File: src/hdl/fvld_pkg.sv
// Shared types, codes and helper functions for the vertex format layout decoder.
// Used by fvld_front, fvld_back, vertex_format_layout_decoder and the testbench. No dependencies.
package fvld_pkg;

    // Component kinds, as given on component_kind
    localparam logic [2:0] KIND_POS      = 3'd0;
    localparam logic [2:0] KIND_BLEND    = 3'd1;
    localparam logic [2:0] KIND_NORMAL   = 3'd2;
    localparam logic [2:0] KIND_PSIZE    = 3'd3;
    localparam logic [2:0] KIND_DIFFUSE  = 3'd4;
    localparam logic [2:0] KIND_SPECULAR = 3'd5;
    localparam logic [2:0] KIND_TEX      = 3'd6;

    // Number of fixed (non-texture) components; mask bit i is kind i
    localparam int unsigned NUM_FIXED = 6;

    // Position field codes (format code bits 3..1)
    localparam logic [2:0] POS_NONE    = 3'd0;
    localparam logic [2:0] POS_XYZRHW  = 3'd2;
    localparam logic [2:0] POS_XYZB1   = 3'd3;

    // Byte sizes of the fixed components
    localparam logic [4:0] SIZE_XYZ    = 5'd12;
    localparam logic [4:0] SIZE_XYZRHW = 5'd16;
    localparam logic [4:0] SIZE_NORMAL = 5'd12;
    localparam logic [4:0] SIZE_SCALAR = 5'd4;

    // One classified format code, as held in the queue
    typedef struct packed {
        logic                 reject;
        logic                 pre;
        logic [NUM_FIXED-1:0] mask;
        logic [4:0]           blend_size;
        logic [3:0]           tex_count;
        logic [7:0]           stride;
    } item_t;

    // Texture set width code to bytes: 0,1,2,3 -> 2,3,4,1 floats
    function automatic logic [4:0] tex_bytes(input logic [1:0] wcode);
        logic [4:0] bytes;
        unique case (wcode)
            2'd0:    bytes = 5'd8;
            2'd1:    bytes = 5'd12;
            2'd2:    bytes = 5'd16;
            default: bytes = 5'd4;
        endcase
        return bytes;
    endfunction

endpackage

File: src/hdl/fvld_front.sv
// Front end: classifies a format code into an item_t plus texture width codes.
// Depends on fvld_pkg.
module fvld_front #(
    parameter int MAX_TEX_SETS = 8
) (
    input  logic [31:0]                   format_code,
    output fvld_pkg::item_t               item,
    output logic [MAX_TEX_SETS-1:0][1:0]  tex_wcodes
);

    logic [2:0] pos;
    logic       pre;
    logic [3:0] count;
    logic       has_blend;
    logic [4:0] pos_size;
    logic [4:0] blend_size;
    logic [7:0] fixed_sum;
    logic [7:0] tex_sum;

    // Field extraction and sizes of position and blend weights
    always_comb
    begin
        pos        = format_code[3:1];
        pre        = (pos == fvld_pkg::POS_XYZRHW);
        count      = format_code[11:8];
        has_blend  = (pos >= fvld_pkg::POS_XYZB1);
        pos_size   = pre ? fvld_pkg::SIZE_XYZRHW : fvld_pkg::SIZE_XYZ;
        blend_size = has_blend ? {3'(pos - 3'd2), 2'b00} : 5'd0;
    end

    // Texture width codes for the sets this build supports
    always_comb
    begin
        for (int i = 0; i < MAX_TEX_SETS; i++)
        begin
            tex_wcodes[i] = format_code[16 + 2*i +: 2];
        end
    end

    // Stride: fixed components plus the texture sets in use
    always_comb
    begin
        fixed_sum = 8'(pos_size) + 8'(blend_size)
                  + (format_code[4] ? 8'(fvld_pkg::SIZE_NORMAL) : 8'd0)
                  + (format_code[5] ? 8'(fvld_pkg::SIZE_SCALAR) : 8'd0)
                  + (format_code[6] ? 8'(fvld_pkg::SIZE_SCALAR) : 8'd0)
                  + (format_code[7] ? 8'(fvld_pkg::SIZE_SCALAR) : 8'd0);
        tex_sum = 8'd0;
        for (int i = 0; i < MAX_TEX_SETS; i++)
        begin
            if (4'(i) < count)
            begin
                tex_sum = tex_sum + 8'(fvld_pkg::tex_bytes(format_code[16 + 2*i +: 2]));
            end
        end
    end

    // Classified item
    always_comb
    begin
        item.reject     = (pos == fvld_pkg::POS_NONE)
                        || (format_code[4] && pre)
                        || (count > 4'(MAX_TEX_SETS));
        item.pre        = pre;
        item.mask       = {format_code[7:4], has_blend, 1'b1};
        item.blend_size = blend_size;
        item.tex_count  = count;
        item.stride     = fixed_sum + tex_sum;
    end

endmodule

File: src/hdl/fvld_queue.sv
// Two-entry queue between the front and back ends.
// Depends on nothing beyond its WIDTH parameter.
module fvld_queue #(
    parameter int WIDTH = 8
) (
    input  logic             clk,
    input  logic             rst_n,
    input  logic             push,
    input  logic [WIDTH-1:0] push_data,
    output logic             full,
    input  logic             pop,
    output logic             not_empty,
    output logic [WIDTH-1:0] head_data
);

    logic [WIDTH-1:0] store_reg [2];
    logic             wr_ptr_reg;
    logic             wr_ptr_next;
    logic             rd_ptr_reg;
    logic             rd_ptr_next;
    logic [1:0]       count_reg;
    logic [1:0]       count_next;

    assign full      = (count_reg == 2'd2);
    assign not_empty = (count_reg != 2'd0);
    assign head_data = store_reg[rd_ptr_reg];

    // Pointer and fill count update
    always_comb
    begin
        wr_ptr_next = push ? ~wr_ptr_reg : wr_ptr_reg;
        rd_ptr_next = pop  ? ~rd_ptr_reg : rd_ptr_reg;
        count_next  = count_reg + {1'b0, push} - {1'b0, pop};
    end

    always_ff @(posedge clk or negedge rst_n)
    begin
        if (!rst_n)
        begin
            wr_ptr_reg <= 1'b0;
            rd_ptr_reg <= 1'b0;
            count_reg  <= 2'd0;
        end
        else
        begin
            wr_ptr_reg <= wr_ptr_next;
            rd_ptr_reg <= rd_ptr_next;
            count_reg  <= count_next;
        end
    end

    // Entry storage
    always_ff @(posedge clk)
    begin
        if (push)
        begin
            store_reg[wr_ptr_reg] <= push_data;
        end
    end

endmodule

File: src/hdl/fvld_back.sv
// Back end: walks the queue head item, one descriptor per cycle while the output is not
// stalled, into an output register. Depends on fvld_pkg.
module fvld_back #(
    parameter int MAX_TEX_SETS = 8
) (
    input  logic                          clk,
    input  logic                          rst_n,
    input  logic                          head_valid,
    input  fvld_pkg::item_t               head_item,
    input  logic [MAX_TEX_SETS-1:0][1:0]  head_wcodes,
    output logic                          head_pop,
    output logic                          out_valid,
    input  logic                          out_ready,
    output logic [2:0]                    component_kind,
    output logic [2:0]                    tex_set,
    output logic [7:0]                    byte_offset,
    output logic [4:0]                    byte_size,
    output logic                          pretransformed,
    output logic [7:0]                    total_stride,
    output logic                          layout_valid,
    output logic                          last
);

    localparam int SET_W = (MAX_TEX_SETS > 1) ? $clog2(MAX_TEX_SETS) : 1;

    // Walk position within the head item
    logic [fvld_pkg::NUM_FIXED-1:0] done_reg;
    logic [fvld_pkg::NUM_FIXED-1:0] done_next;
    logic [2:0]                     set_reg;
    logic [2:0]                     set_next;
    logic [7:0]                     off_reg;
    logic [7:0]                     off_next;
    logic                           out_valid_reg;
    logic                           out_valid_next;

    // Output beat registers
    logic [2:0] kind_reg;
    logic [2:0] set_out_reg;
    logic [7:0] off_out_reg;
    logic [4:0] size_reg;
    logic       pre_reg;
    logic [7:0] stride_reg;
    logic       valid_out_reg;
    logic       last_reg;

    logic                           emit;
    logic [fvld_pkg::NUM_FIXED-1:0] remain;
    logic [fvld_pkg::NUM_FIXED-1:0] pick;
    logic                           found;
    logic [2:0]                     d_kind;
    logic [2:0]                     d_set;
    logic [4:0]                     d_size;
    logic                           d_last;
    logic [1:0]                     wcode;

    assign emit     = head_valid && (!out_valid_reg || out_ready);
    assign head_pop = emit && d_last;

    // Lowest fixed component still to go
    always_comb
    begin
        remain = head_item.mask & ~done_reg;
        pick   = '0;
        found  = 1'b0;
        d_kind = fvld_pkg::KIND_TEX;
        for (int i = 0; i < fvld_pkg::NUM_FIXED; i++)
        begin
            if (remain[i] && !found)
            begin
                found   = 1'b1;
                pick[i] = 1'b1;
                d_kind  = 3'(i);
            end
        end
    end

    // Descriptor for this beat
    always_comb
    begin
        wcode = head_wcodes[set_reg[SET_W-1:0]];
        d_set = 3'd0;
        if (head_item.reject)
        begin
            d_size = 5'd0;
            d_last = 1'b1;
        end
        else if (found)
        begin
            unique case (d_kind)
                fvld_pkg::KIND_POS:    d_size = head_item.pre ? fvld_pkg::SIZE_XYZRHW
                                                              : fvld_pkg::SIZE_XYZ;
                fvld_pkg::KIND_BLEND:  d_size = head_item.blend_size;
                fvld_pkg::KIND_NORMAL: d_size = fvld_pkg::SIZE_NORMAL;
                default:               d_size = fvld_pkg::SIZE_SCALAR;
            endcase
            d_last = ((remain & ~pick) == '0) && (head_item.tex_count == 4'd0);
        end
        else
        begin
            d_set  = set_reg;
            d_size = fvld_pkg::tex_bytes(wcode);
            d_last = ({1'b0, set_reg} == (head_item.tex_count - 4'd1));
        end
    end

    // Walk state next values
    always_comb
    begin
        done_next      = done_reg;
        set_next       = set_reg;
        off_next       = off_reg;
        out_valid_next = out_valid_reg;
        if (emit)
        begin
            out_valid_next = 1'b1;
            if (d_last)
            begin
                done_next = '0;
                set_next  = 3'd0;
                off_next  = 8'd0;
            end
            else
            begin
                off_next = off_reg + 8'(d_size);
                if (found)
                begin
                    done_next = done_reg | pick;
                end
                else
                begin
                    set_next = set_reg + 3'd1;
                end
            end
        end
        else if (out_ready)
        begin
            out_valid_next = 1'b0;
        end
    end

    always_ff @(posedge clk or negedge rst_n)
    begin
        if (!rst_n)
        begin
            done_reg      <= '0;
            set_reg       <= 3'd0;
            off_reg       <= 8'd0;
            out_valid_reg <= 1'b0;
        end
        else
        begin
            done_reg      <= done_next;
            set_reg       <= set_next;
            off_reg       <= off_next;
            out_valid_reg <= out_valid_next;
        end
    end

    // Output beat payload; a reject beat is all zero but last
    always_ff @(posedge clk)
    begin
        if (emit)
        begin
            if (head_item.reject)
            begin
                kind_reg      <= fvld_pkg::KIND_POS;
                set_out_reg   <= 3'd0;
                off_out_reg   <= 8'd0;
                size_reg      <= 5'd0;
                pre_reg       <= 1'b0;
                stride_reg    <= 8'd0;
                valid_out_reg <= 1'b0;
            end
            else
            begin
                kind_reg      <= d_kind;
                set_out_reg   <= d_set;
                off_out_reg   <= off_reg;
                size_reg      <= d_size;
                pre_reg       <= head_item.pre;
                stride_reg    <= head_item.stride;
                valid_out_reg <= 1'b1;
            end
            last_reg <= d_last;
        end
    end

    assign out_valid      = out_valid_reg;
    assign component_kind = kind_reg;
    assign tex_set        = set_out_reg;
    assign byte_offset    = off_out_reg;
    assign byte_size      = size_reg;
    assign pretransformed = pre_reg;
    assign total_stride   = stride_reg;
    assign layout_valid   = valid_out_reg;
    assign last           = last_reg;

endmodule

File: src/hdl/vertex_format_layout_decoder.sv
// Top level of the vertex format layout decoder: front end, queue, back end.
// Depends on fvld_pkg, fvld_front, fvld_queue and fvld_back.
//
//  Channel  Handshake             Beat contents
//  -------  --------------------  ---------------------------------------------
//  in       in_valid / in_ready   format_code: one vertex format code
//  out      out_valid / out_ready one component descriptor, last on final one
//
// Each code gives 1 to 14 descriptors, one descriptor per cycle while the receiver
// does not stall; consecutive codes follow with no gap.
// The front end classifies a code in the cycle it is taken and accepts a new one
// whenever the two-entry queue has room, also while the back end is stalled.
// Reset clears the queue and the walk state; no clearing pass is needed.
module vertex_format_layout_decoder #(
    parameter int MAX_TEX_SETS = 8
) (
    input  logic        clk,
    input  logic        rst_n,
    input  logic        in_valid,
    output logic        in_ready,
    input  logic [31:0] format_code,
    output logic        out_valid,
    input  logic        out_ready,
    output logic [2:0]  component_kind,
    output logic [2:0]  tex_set,
    output logic [7:0]  byte_offset,
    output logic [4:0]  byte_size,
    output logic        pretransformed,
    output logic [7:0]  total_stride,
    output logic        layout_valid,
    output logic        last
);

    localparam int ITEM_W  = $bits(fvld_pkg::item_t);
    localparam int QUEUE_W = ITEM_W + 2 * MAX_TEX_SETS;

    fvld_pkg::item_t                 front_item;
    logic [MAX_TEX_SETS-1:0][1:0]    front_wcodes;
    fvld_pkg::item_t                 head_item;
    logic [MAX_TEX_SETS-1:0][1:0]    head_wcodes;
    logic [QUEUE_W-1:0]              head_data;
    logic                            q_full;
    logic                            q_not_empty;
    logic                            q_pop;
    logic                            q_push;

    assign in_ready = !q_full;
    assign q_push   = in_valid && !q_full;

    // Classification
    fvld_front #(
        .MAX_TEX_SETS (MAX_TEX_SETS)
    ) u_front (
        .format_code (format_code),
        .item        (front_item),
        .tex_wcodes  (front_wcodes)
    );

    // Decoupling queue
    fvld_queue #(
        .WIDTH (QUEUE_W)
    ) u_queue (
        .clk       (clk),
        .rst_n     (rst_n),
        .push      (q_push),
        .push_data ({front_wcodes, front_item}),
        .full      (q_full),
        .pop       (q_pop),
        .not_empty (q_not_empty),
        .head_data (head_data)
    );

    assign head_item   = fvld_pkg::item_t'(head_data[ITEM_W-1:0]);
    assign head_wcodes = head_data[QUEUE_W-1:ITEM_W];

    // Descriptor generation
    fvld_back #(
        .MAX_TEX_SETS (MAX_TEX_SETS)
    ) u_back (
        .clk            (clk),
        .rst_n          (rst_n),
        .head_valid     (q_not_empty),
        .head_item      (head_item),
        .head_wcodes    (head_wcodes),
        .head_pop       (q_pop),
        .out_valid      (out_valid),
        .out_ready      (out_ready),
        .component_kind (component_kind),
        .tex_set        (tex_set),
        .byte_offset    (byte_offset),
        .byte_size      (byte_size),
        .pretransformed (pretransformed),
        .total_stride   (total_stride),
        .layout_valid   (layout_valid),
        .last           (last)
    );

endmodule

File: config.mk
export PLATFORM = sky130hd
export DESIGN_NAME = vertex_format_layout_decoder
export DESIGN_NICKNAME = d
export VERILOG_FILES = /design/src/hdl/fvld_pkg.sv /design/src/hdl/fvld_front.sv /design/src/hdl/fvld_queue.sv /design/src/hdl/fvld_back.sv /design/src/hdl/vertex_format_layout_decoder.sv
export SDC_FILE = /design/constraint.sdc
export NUM_CORES = 1
export LEC_CHECK = 0
export BUFFER_PORTS_ARGS = -buffer_cell sky130_fd_sc_hd__clkbuf_2
export CORE_MARGIN = 4
export CORE_UTILIZATION = 32
export DETAILED_ROUTE_END_ITERATION = 12
export PLACE_DENSITY_LB_ADDON = 0.05
export SYNTH_ARGS = -nofsm -noshare
export SYNTH_HDL_FRONTEND = slang
export SYNTH_SLANG_ARGS = --single-unit
File: constraint.sdc
create_clock -name clk -period 8.3 [get_ports clk]
set_input_delay 0.415 -clock clk [delete_from_list [all_inputs] [get_ports clk]]
set_output_delay 0.415 -clock clk [all_outputs]
set_load 0.05 [all_outputs]
==> results of run 1 <==
## final cells by class
cell class	count	area, sq um	area share [%]
Inverter	42	158	1.79
Clock buffer	26	479	5.44
Clock inverter	6	104	1.18
Tap cell	275	344	3.91
Sequential cell	116	3380	38.4
Timing Repair Buffer	124	810	9.20
Multi-Input combinational cell	405	3530	40.1
## per-stage QoR
step,hold slack [ns],instances,utilization (%)
after floorplan,0.119,601,-
after global placement,0.443,955,37.8
after detailed placement,0.435,955,37.8
after CTS,0.210,991,40.8
after global routing,0.221,994,41.6
final,0.233,994,41.6
## power by group through the flow
stage | Combinational (mW) | Sequential, mW | Clock, mW
final | 2.03 | 0.991 | 0.722
after global routing | 2.25 | 1.01 | 0.763
after CTS | 1.92 | 0.994 | 0.739
after detailed placement | 1.90 | 1.00 | 0
after global placement | 1.86 | 0.998 | 0
after floorplan | 1.19 | 1.17 | 0
## worst max-delay path, delay by kind of cell
| family | cells | cell delay [ns] |
|---|---|---|
| fa+ha+maj | 12 | 3.68 |
| compound gates | 10 | 1.47 |
| xor+xnor | 7 | 1.12 |
| buf+inv | 5 | 0.38 |
| simple gates | 8 | 1.04 |
| mux | 1 | 0.18 |
## layer usage
layer / up-vias / GRT usage [%] / part of all wire (%)
met2: 70 / 22.0 / 47
met4: 0 / 4.92 / 2.3
met1: 2287 / 18.1 / 48
met3: 22 / 2.89 / 2.9
met5: - / 0 / 0
li1: 2348 / - / -
## final timing paths
check	start	endpoint	slack, ns	cells after the start
worst max-delay path	format_code[11]	u_queue.store_reg[1][7]	0.13	43
worst min-delay path	format_code[5]	u_queue.store_reg[0][19]	0.23	1
worst max register to register	u_queue.rd_ptr_reg	u_queue.count_reg[1]	4.56	13
worst min register to register	u_back.out_valid	u_back.out_valid	0.49	2
max in group asynchronous	rst_n	u_queue.wr_ptr_reg	7.41	2
min in group asynchronous	rst_n	u_queue.count_reg[0]	0.53	2
## timing repair
item                       in CTS  in global routing
buffers inserted                3                  3
pin swaps                      11                 30
gates resized for setup         2                 33
hold buffers                    1                  0
setup endpoints to repair       2                  6
hold endpoints to repair       20                  0
## cell families (layout without fill, tap and decap cells)
logic type | count (synthesis) | count (layout)
AND/OR/NAND/NOR | 154 | 154
flip-flops | 116 | 116
AO/OA/AOI/OAI | 107 | 107
buffers and inverters | 80 | 198
adder cells (fa/ha/maj) | 59 | 59
multiplexers | 41 | 41
XOR/XNOR | 38 | 38
other | 1 | 6
## cell usage after synthesis, drive strengths merged, types with 2 or more instances
master	count	area (sq um)
edfxtp	96	2880
nor2	65	244
ha	49	613
inv	42	158
nand2	30	113
o21ai	29	145
a21oi	27	139
mux2i	26	260
xnor2	25	245
clkbuf	20	75.1
dfrtp	20	500
buf	18	120
nor2b	13	88.8
a21o	12	90.1
xor2	12	124
a31oi	10	62.6
fa	10	200
mux4	10	225
and2	8	50.1
nand2b	7	43.8
nor3	7	35.0
and3	6	37.5
nor4	6	58.8
mux2	5	56.3
nand3	5	25.0
o31ai	3	27.5
a211oi	2	20.0
a22o	2	17.5
a2bb2oi	2	35.0
nor3b	2	15.0
o21bai	2	15.0
o22a	2	17.5
or2	2	12.5
==> flow_metrics.tcl, run 1 <==
set metrics [dict create \
    status "completed" \
    combPwrFrac_pct 54.2 \
    antennaDiodeCount 0 \
    period_share_pct 98.4 \
    cts_tree "yes" \
    netlist_instances 596 \
    via_per_inst 4.76 \
    p_switching_mw 1.41 \
    crit_type "input port to register" \
    cts_buffers 17 \
    finClkSkew_ns 0.0117 \
    finalHoldViolCount 0 \
    dpl.hpwl_um 11900 \
    drt-initial-drc-count 168 \
    grt_max_degree 37 \
    die-width_um 155 \
    synth_top_family_by_area "adder cells" \
    drc_errors 0 \
    p_int_mw 2.33 \
    grt_pass1_wl_um 25800 \
    drtAntennaViolNets 0 \
    cts.reportedPaths.clkPinSlew_ns 0.05 \
    cts_buffer_depth 2 \
    yosysWarnings 0 \
    avgRoutedWirePerCell_um 15.9 \
    filler_cell_count 2038 \
    finalSetupViolCount 0 \
    synthAdderAreaFrac_pct 11.7 \
    hold_path.class "input port to register" \
    grt_pass1_vias 4952 \
    synth-edff-count 96 \
    largest_reg_flops 72 \
    grt_antenna_before_repair 0 \
    final_cell_mix "edfxtp_1 (96), buf_4 (67), nor2_1 (64)" \
    initial_core_util_pct 32.8 \
    p_per_area_nw_per_um2 425 \
    worstSetupStartpointType "input port" \
    syn_to_final_growth_pct 26.7 \
    required_ns 8.44 \
    synth-seq-cells 116 \
    critPathMaxFanout 3 \
    vias 4727 \
    leakage_nw 3.70 \
    relSlewSlack_pct 22.8 \
    cts_root_buffer "clkbuf_16" \
    fin_nets 801 \
    clk_latency_ns 0.41 \
    die-area_sq_um 24100 \
    crit_arrival_ns 8.31 \
    setup_ws_ns 0.130 \
    std_cell_rows 53 \
    layout_commonest_cell "edfxtp_1" \
    end_kind "register" \
    clkPwrFrac_pct 19.3 \
    grt_setup_unrepaired "yes" \
    place_congestion 0.818 \
    crit_top_cell "ha_4" \
    firstDrtPassIters 4 \
    placed_area_sq_um 8000 \
    synthSimpleGateAreaFrac_pct 10.7 \
    worst_slew_pin_slew_ns 1.15 \
    boundaryPins 68 \
    syn_area_sq_um 6950 \
    cpPeakStageDelay_ns 0.46 \
    die_h_um 155 \
    finalMaxSlewViolations 0 \
    synth-main-ff-cell "edfxtp_1" \
    synth_xor_area_share_pct 5.64 \
    synthMuxAreaShare_pct 7.80 \
    synth_compound_area_share_pct 10.3 \
    syn_area_per_cell_sq_um 11.7 \
    fmax_ghz 0.122 \
    layout-drive-gt1-share_pct 30.9 \
    p_total_mw 3.74 \
    ys_seq_area_share_pct 48.7 \
    grtUsageTotal_pct 13.6 \
    cap_violations 0 \
    coreArea_sq_um 21200 \
    cts.sinks 116 \
    place_ws_ns -0.575 \
    sw_frac_of_total_pct 37.7 \
    port_buffers 56 \
    fin_crit_ns 8.17 \
    async_flop_share_pct 17.2 \
    drt_wl_total_um 15800 \
    ys_types 69 \
    gr-total-overflow 0 \
    final_area_sq_um 8800 \
    peakVddDrop_uv 301 \
    htree_levels 4 \
    finalSetupTns_ns 0 \
    cp_slowest_cell "fa_1" \
    p_seq_share_pct 26.5 \
]
No activity file was read; power rests on OpenSTA's default activity.
==> inputs of run 2 (changes only) <==
--- a/config.mk
+++ b/config.mk
@@ -7,9 +7,10 @@
 export LEC_CHECK = 0
 export BUFFER_PORTS_ARGS = -buffer_cell sky130_fd_sc_hd__clkbuf_2
 export CORE_MARGIN = 4
-export CORE_UTILIZATION = 32
+export CORE_UTILIZATION = 60
 export DETAILED_ROUTE_END_ITERATION = 12
 export PLACE_DENSITY_LB_ADDON = 0.05
+export RECOVER_POWER = 100
 export SYNTH_ARGS = -nofsm -noshare
 export SYNTH_HDL_FRONTEND = slang
 export SYNTH_SLANG_ARGS = --single-unit
==> flow_metrics.tcl, run 2 (synthesis results as in run 1) <==
set metrics [dict create \
    cpLargestDelayFamily "adder cells" \
    grt_setup_unrepaired "yes" \
    reg2reg_from "u_queue.rd_ptr_reg" \
    die-area_sq_um 13400 \
    drtAntennaViolNets 0 \
    finalSetupViolCount 0 \
    via_per_inst 5.59 \
    fin_crit_ns 8.14 \
    die-width_um 116 \
    holdWs_ns -0.00763 \
    crit_arrival_ns 8.28 \
    final_area_sq_um 8550 \
    crit_type "input port to register" \
    cpPeakStageDelay_ns 0.55 \
    critPathMaxFanout 3 \
    port_buffers 56 \
    cap_violations 0 \
    initial_core_util_pct 61.1 \
    period_share_pct 98.1 \
    finClkSkew_ns 0.00930 \
    boundaryPins 68 \
    p_per_area_nw_per_um2 434 \
    grt_pass1_vias 4746 \
    cts_buffers 17 \
    firstDrtPassIters 5 \
    fin_nets 786 \
    grtUsageTotal_pct 21.8 \
    antennaDiodeCount 0 \
    htree_levels 4 \
    grt_pass1_wl_um 22400 \
    worstSetupStartpointType "input port" \
    drt-initial-drc-count 307 \
    peakVddDrop_uv 609 \
    cp_slowest_cell "fa_1" \
    filler_cell_count 751 \
    end_kind "register" \
    place_ws_ns -0.475 \
    cts_root_buffer "clkbuf_16" \
    cts.sinks 116 \
    largest_reg_flops 72 \
    std_cell_rows 39 \
    status "complete, but fails checks" \
    layout-drive-gt1-share_pct 27.0 \
    worst_slew_pin_slew_ns 1.06 \
    drc_errors 0 \
    layout_commonest_cell "edfxtp_1" \
    vias 4737 \
    failed_checks "negative hold slack" \
    hold_path.class "input port to asynchronous set/reset pin" \
    avgRoutedWirePerCell_um 16.7 \
    clk_latency_ns 0.41 \
    fmax_ghz 0.123 \
    syn_to_final_growth_pct 23.1 \
    required_ns 8.44 \
    cts_buffer_depth 2 \
    relSlewSlack_pct 29.0 \
    cts_tree "yes" \
    drt_wl_total_um 14100 \
    crit_buf_inv 8 \
    dpl.hpwl_um 10200 \
    finalHoldViolCount 14 \
    setup_ws_ns 0.158 \
    finalSetupTns_ns 0 \
    cts.reportedPaths.clkPinSlew_ns 0.05 \
    final_cell_mix "edfxtp_1 (96), nor2_1 (64), buf_4 (53)" \
    finalMaxSlewViolations 0 \
    timing.critical_path.from "format_code[9]" \
    placed_area_sq_um 7730 \
    grt_max_degree 37 \
    coreArea_sq_um 11400 \
    grt_antenna_before_repair 0 \
    gr-total-overflow 0 \
    leakage_nw 3.61 \
    place_congestion 0.890 \
    die_h_um 116 \
]
-- run 2: changes by cell type in the layout (fill, tap and decap cells not counted), sizes merged --
| cell | before | now |
|---|---|---|
| buf | 69 | 55 |
| bufinv | 3 | 6 |
| clkbuf | 80 | 72 |
| clkinv | 3 | 8 |
| dlygate4sd3 | 1 | 0 |
-- run 2: final cells by class --
cell class	instances	area, sq um	share of cell area, %
inverter	42	158	1.84
clock inverter	14	214	2.50
sequential	116	3380	39.5
clock buffer	18	429	5.02
multi-input combinational	405	3510	41.1
timing repair buffer	109	677	7.91
tap	143	179	2.09
-- run 2: final timing paths --
kind                       slack (ns)  depth (start not counted)                        to
hold / removal                 -0.008                          1          u_back.out_valid
min in group clk                 0.27                          1  u_queue.store_reg[0][19]
setup / recovery                 0.16                         39   u_queue.store_reg[0][7]
hold reg to reg                  0.49                          2          u_back.out_valid
max in group asynchronous        7.93                          1        u_back.done_reg[4]
setup reg to reg                 4.58                         13      u_queue.count_reg[1]
-- run 2: through the flow --
stage	cells	utilization (%)	power, mW	hold WS, ns
global route	847	75.2	3.97	0.0224
finish	847	75.2	3.72	-0.00763
global placement	809	68.0	2.75	0.425
CTS	843	73.8	3.63	0.00306
detailed placement	809	68.0	2.82	0.426
floorplan	601	-	2.36	0.119
-- run 2: power by group --
part	internal (mW)	total, mW	switching [mW]
clock network	0.555	0.792	0.238
registers	0.917	0.994	0.0766
logic	0.870	1.93	1.06
-- run 2: worst register-to-register path: cells and delay by family, from the launching register on --
kind                     cells  cell delay, ns
AND/OR/NAND/NOR              4            1.35
buffers and inverters        3            0.71
XOR/XNOR                     2            0.26
multiplexers                 1            0.43
adder cells (fa/ha/maj)      2            0.45
AO/OA/AOI/OAI                1            0.13
flip-flops                   1            0.31
-- run 2: what timing repair did --
action / CTS / global route
setup buffers: 2 / 4
hold endpoints to repair: 0 / 0
hold buffers: 0 / 0
endpoints found under the setup margin: 2 / 6
resized for setup: 2 / 29
pin swaps: 6 / 30
-- run 2: layer usage --
metal  global-route usage (%)  up-vias  wire length, um  part of all wire, %
li1                         -     2320                -                    -
met1                     27.2     2276             6070                   43
met2                     36.9      120             7160                   51
met3                     5.38       21              640                  4.5
met4                     8.37        0              256                  1.8
met5                        0        -                0                    0
==> inputs of run 3 (changes only) <==
--- a/config.mk
+++ b/config.mk
@@ -6,11 +6,14 @@
 export NUM_CORES = 1
 export LEC_CHECK = 0
 export BUFFER_PORTS_ARGS = -buffer_cell sky130_fd_sc_hd__clkbuf_2
+export CORE_ASPECT_RATIO = 0.8
 export CORE_MARGIN = 4
 export CORE_UTILIZATION = 60
 export DETAILED_ROUTE_END_ITERATION = 12
+export HOLD_SLACK_MARGIN = 0.06
 export PLACE_DENSITY_LB_ADDON = 0.05
 export RECOVER_POWER = 100
+export SLEW_MARGIN = 30
 export SYNTH_ARGS = -nofsm -noshare
 export SYNTH_HDL_FRONTEND = slang
 export SYNTH_SLANG_ARGS = --single-unit
==> flow_metrics.tcl, run 3 (synthesis results as in run 1) <==
set metrics [dict create \
    crit_top_cell "fa_2" \
    finalHoldViolCount 0 \
    cts_tree "yes" \
    cts_root_buffer "clkbuf_16" \
    grt_pass1_wl_um 24500 \
    placed_area_sq_um 7810 \
    finalSetupViolCount 0 \
    finClkSkew_ns 0.00740 \
    relSlewSlack_pct 59.0 \
    route.met2.wl_um 7430 \
    crit_arrival_ns 8.43 \
    end_kind "register" \
    final_cell_mix "edfxtp_1 (96), nor2_1 (63), buf_4 (62)" \
    initial_core_util_pct 62.6 \
    die_h_um 104 \
    drc_errors 0 \
    drt-initial-drc-count 422 \
    gr-total-overflow 0 \
    firstDrtPassIters 5 \
    cts_buffers 17 \
    layout-drive-gt1-share_pct 28.1 \
    fmax_ghz 0.121 \
    place_ws_ns -0.468 \
    antennaDiodeCount 0 \
    coreArea_sq_um 11100 \
    finalMaxSlewViolations 0 \
    grtUsageTotal_pct 23.6 \
    clk_latency_ns 0.41 \
    cap_violations 0 \
    boundaryPins 68 \
    htree_levels 4 \
    top_layer_used "met4" \
    holdWs_ns 0.251 \
    required_ns 8.44 \
    met3_length_um 1040 \
    grt_max_degree 37 \
    leakage_nw 3.63 \
    layout_commonest_cell "edfxtp_1" \
    cts.reportedPaths.clkPinSlew_ns 0.05 \
    via_per_inst 5.75 \
    grt_pass1_vias 4901 \
    std_cell_rows 34 \
    final_area_sq_um 8620 \
    crit_type "input port to register" \
    peakVddDrop_uv 396 \
    vias 4965 \
    worst_slew_pin_slew_ns 0.616 \
    instances_no_fill 863 \
    worstSetupStartpointType "input port" \
    setup_ws_ns 0.00567 \
    die-area_sq_um 13400 \
    cts.sinks 116 \
    cpPeakStageDelay_ns 0.56 \
    die-width_um 128 \
    grt_setup_unrepaired "yes" \
    cts_buffer_depth 2 \
    place_congestion 0.869 \
    grt_antenna_before_repair 0 \
    filler_cell_count 710 \
    drtAntennaViolNets 0 \
    drt_wl_total_um 15500 \
    period_share_pct 99.9 \
    fin_nets 801 \
    port_buffers 56 \
    hold_path.class "input port to register" \
    largest_reg_flops 72 \
    syn_to_final_growth_pct 24.2 \
    wl_met1_um 6800 \
    fin_crit_ns 8.29 \
    critPathMaxFanout 2 \
    placedCellCount 815 \
    avgRoutedWirePerCell_um 18.0 \
    dpl.hpwl_um 10900 \
    cp_slowest_cell "fa_2" \
    p_per_area_nw_per_um2 425 \
    status "completed" \
]
## run 3: worst paths after layout
kind,start,end,slack [ns],cells after the start
min in group asynchronous,rst_n,u_queue.count_reg[1],0.51,2
worst min-delay path,format_code[21],u_queue.store_reg[1][29],0.25,1
worst min register to register,u_queue.count_reg[0],u_back.out_valid,0.51,2
worst max register to register,u_queue.rd_ptr_reg,u_queue.count_reg[1],4.58,13
worst max-delay path,format_code[8],u_queue.store_reg[0][7],0.006,39
max in group asynchronous,rst_n,u_back.done_reg[2],7.43,2
## run 3: per-stage QoR
step	power, mW	util (%)	setup TNS [ns]
3_5_place_dp	2.86	70.4	-1.18
4_1_cts	3.63	76.1	0
5_1_grt	3.91	77.7	-0.612
6_report	3.67	77.7	0
3_3_place_gp	2.77	69.9	-0.620
2_1_floorplan	2.36	-	-0.150
## run 3: power by group
part	internal (mW)	switching, mW
registers	0.917	0.0809
clock network	0.464	0.239
logic	0.879	1.09
## run 3: critical path, delay by kind of cell
family                     cells  cell delay, ns
and+or+nand+nor                6            0.80
AOI/OAI and AO/OA             10            1.32
buffers and inverters          7            0.52
xor gates and xnor gates       3            0.55
adders and majority gates     12            4.63
muxes                          1            0.19
## run 3: layout make-up
cell class / count / area, sq um / area share (%)
clock inverters: 13 / 140 / 1.62
inverters: 42 / 158 / 1.83
clock buffers: 19 / 433 / 5.02
repair buffers: 124 / 815 / 9.44
flip-flops and latches: 116 / 3380 / 39.2
well taps: 144 / 180 / 2.09
multi-input cells: 405 / 3520 / 40.8
## run 3: metal layers
metal,global-route usage [%],vias to the layer above
met5,0,-
met4,6.06,0
met3,6.21,27
met2,36.9,171
met1,32.7,2423
li1,-,2344
## run 3: what timing repair did
item,CTS,global route
setup buffers,5,10
pin swaps,3,26
resized for setup,2,36
setup endpoints to repair,2,6
hold endpoints to repair,20,0
hold buffers,1,0
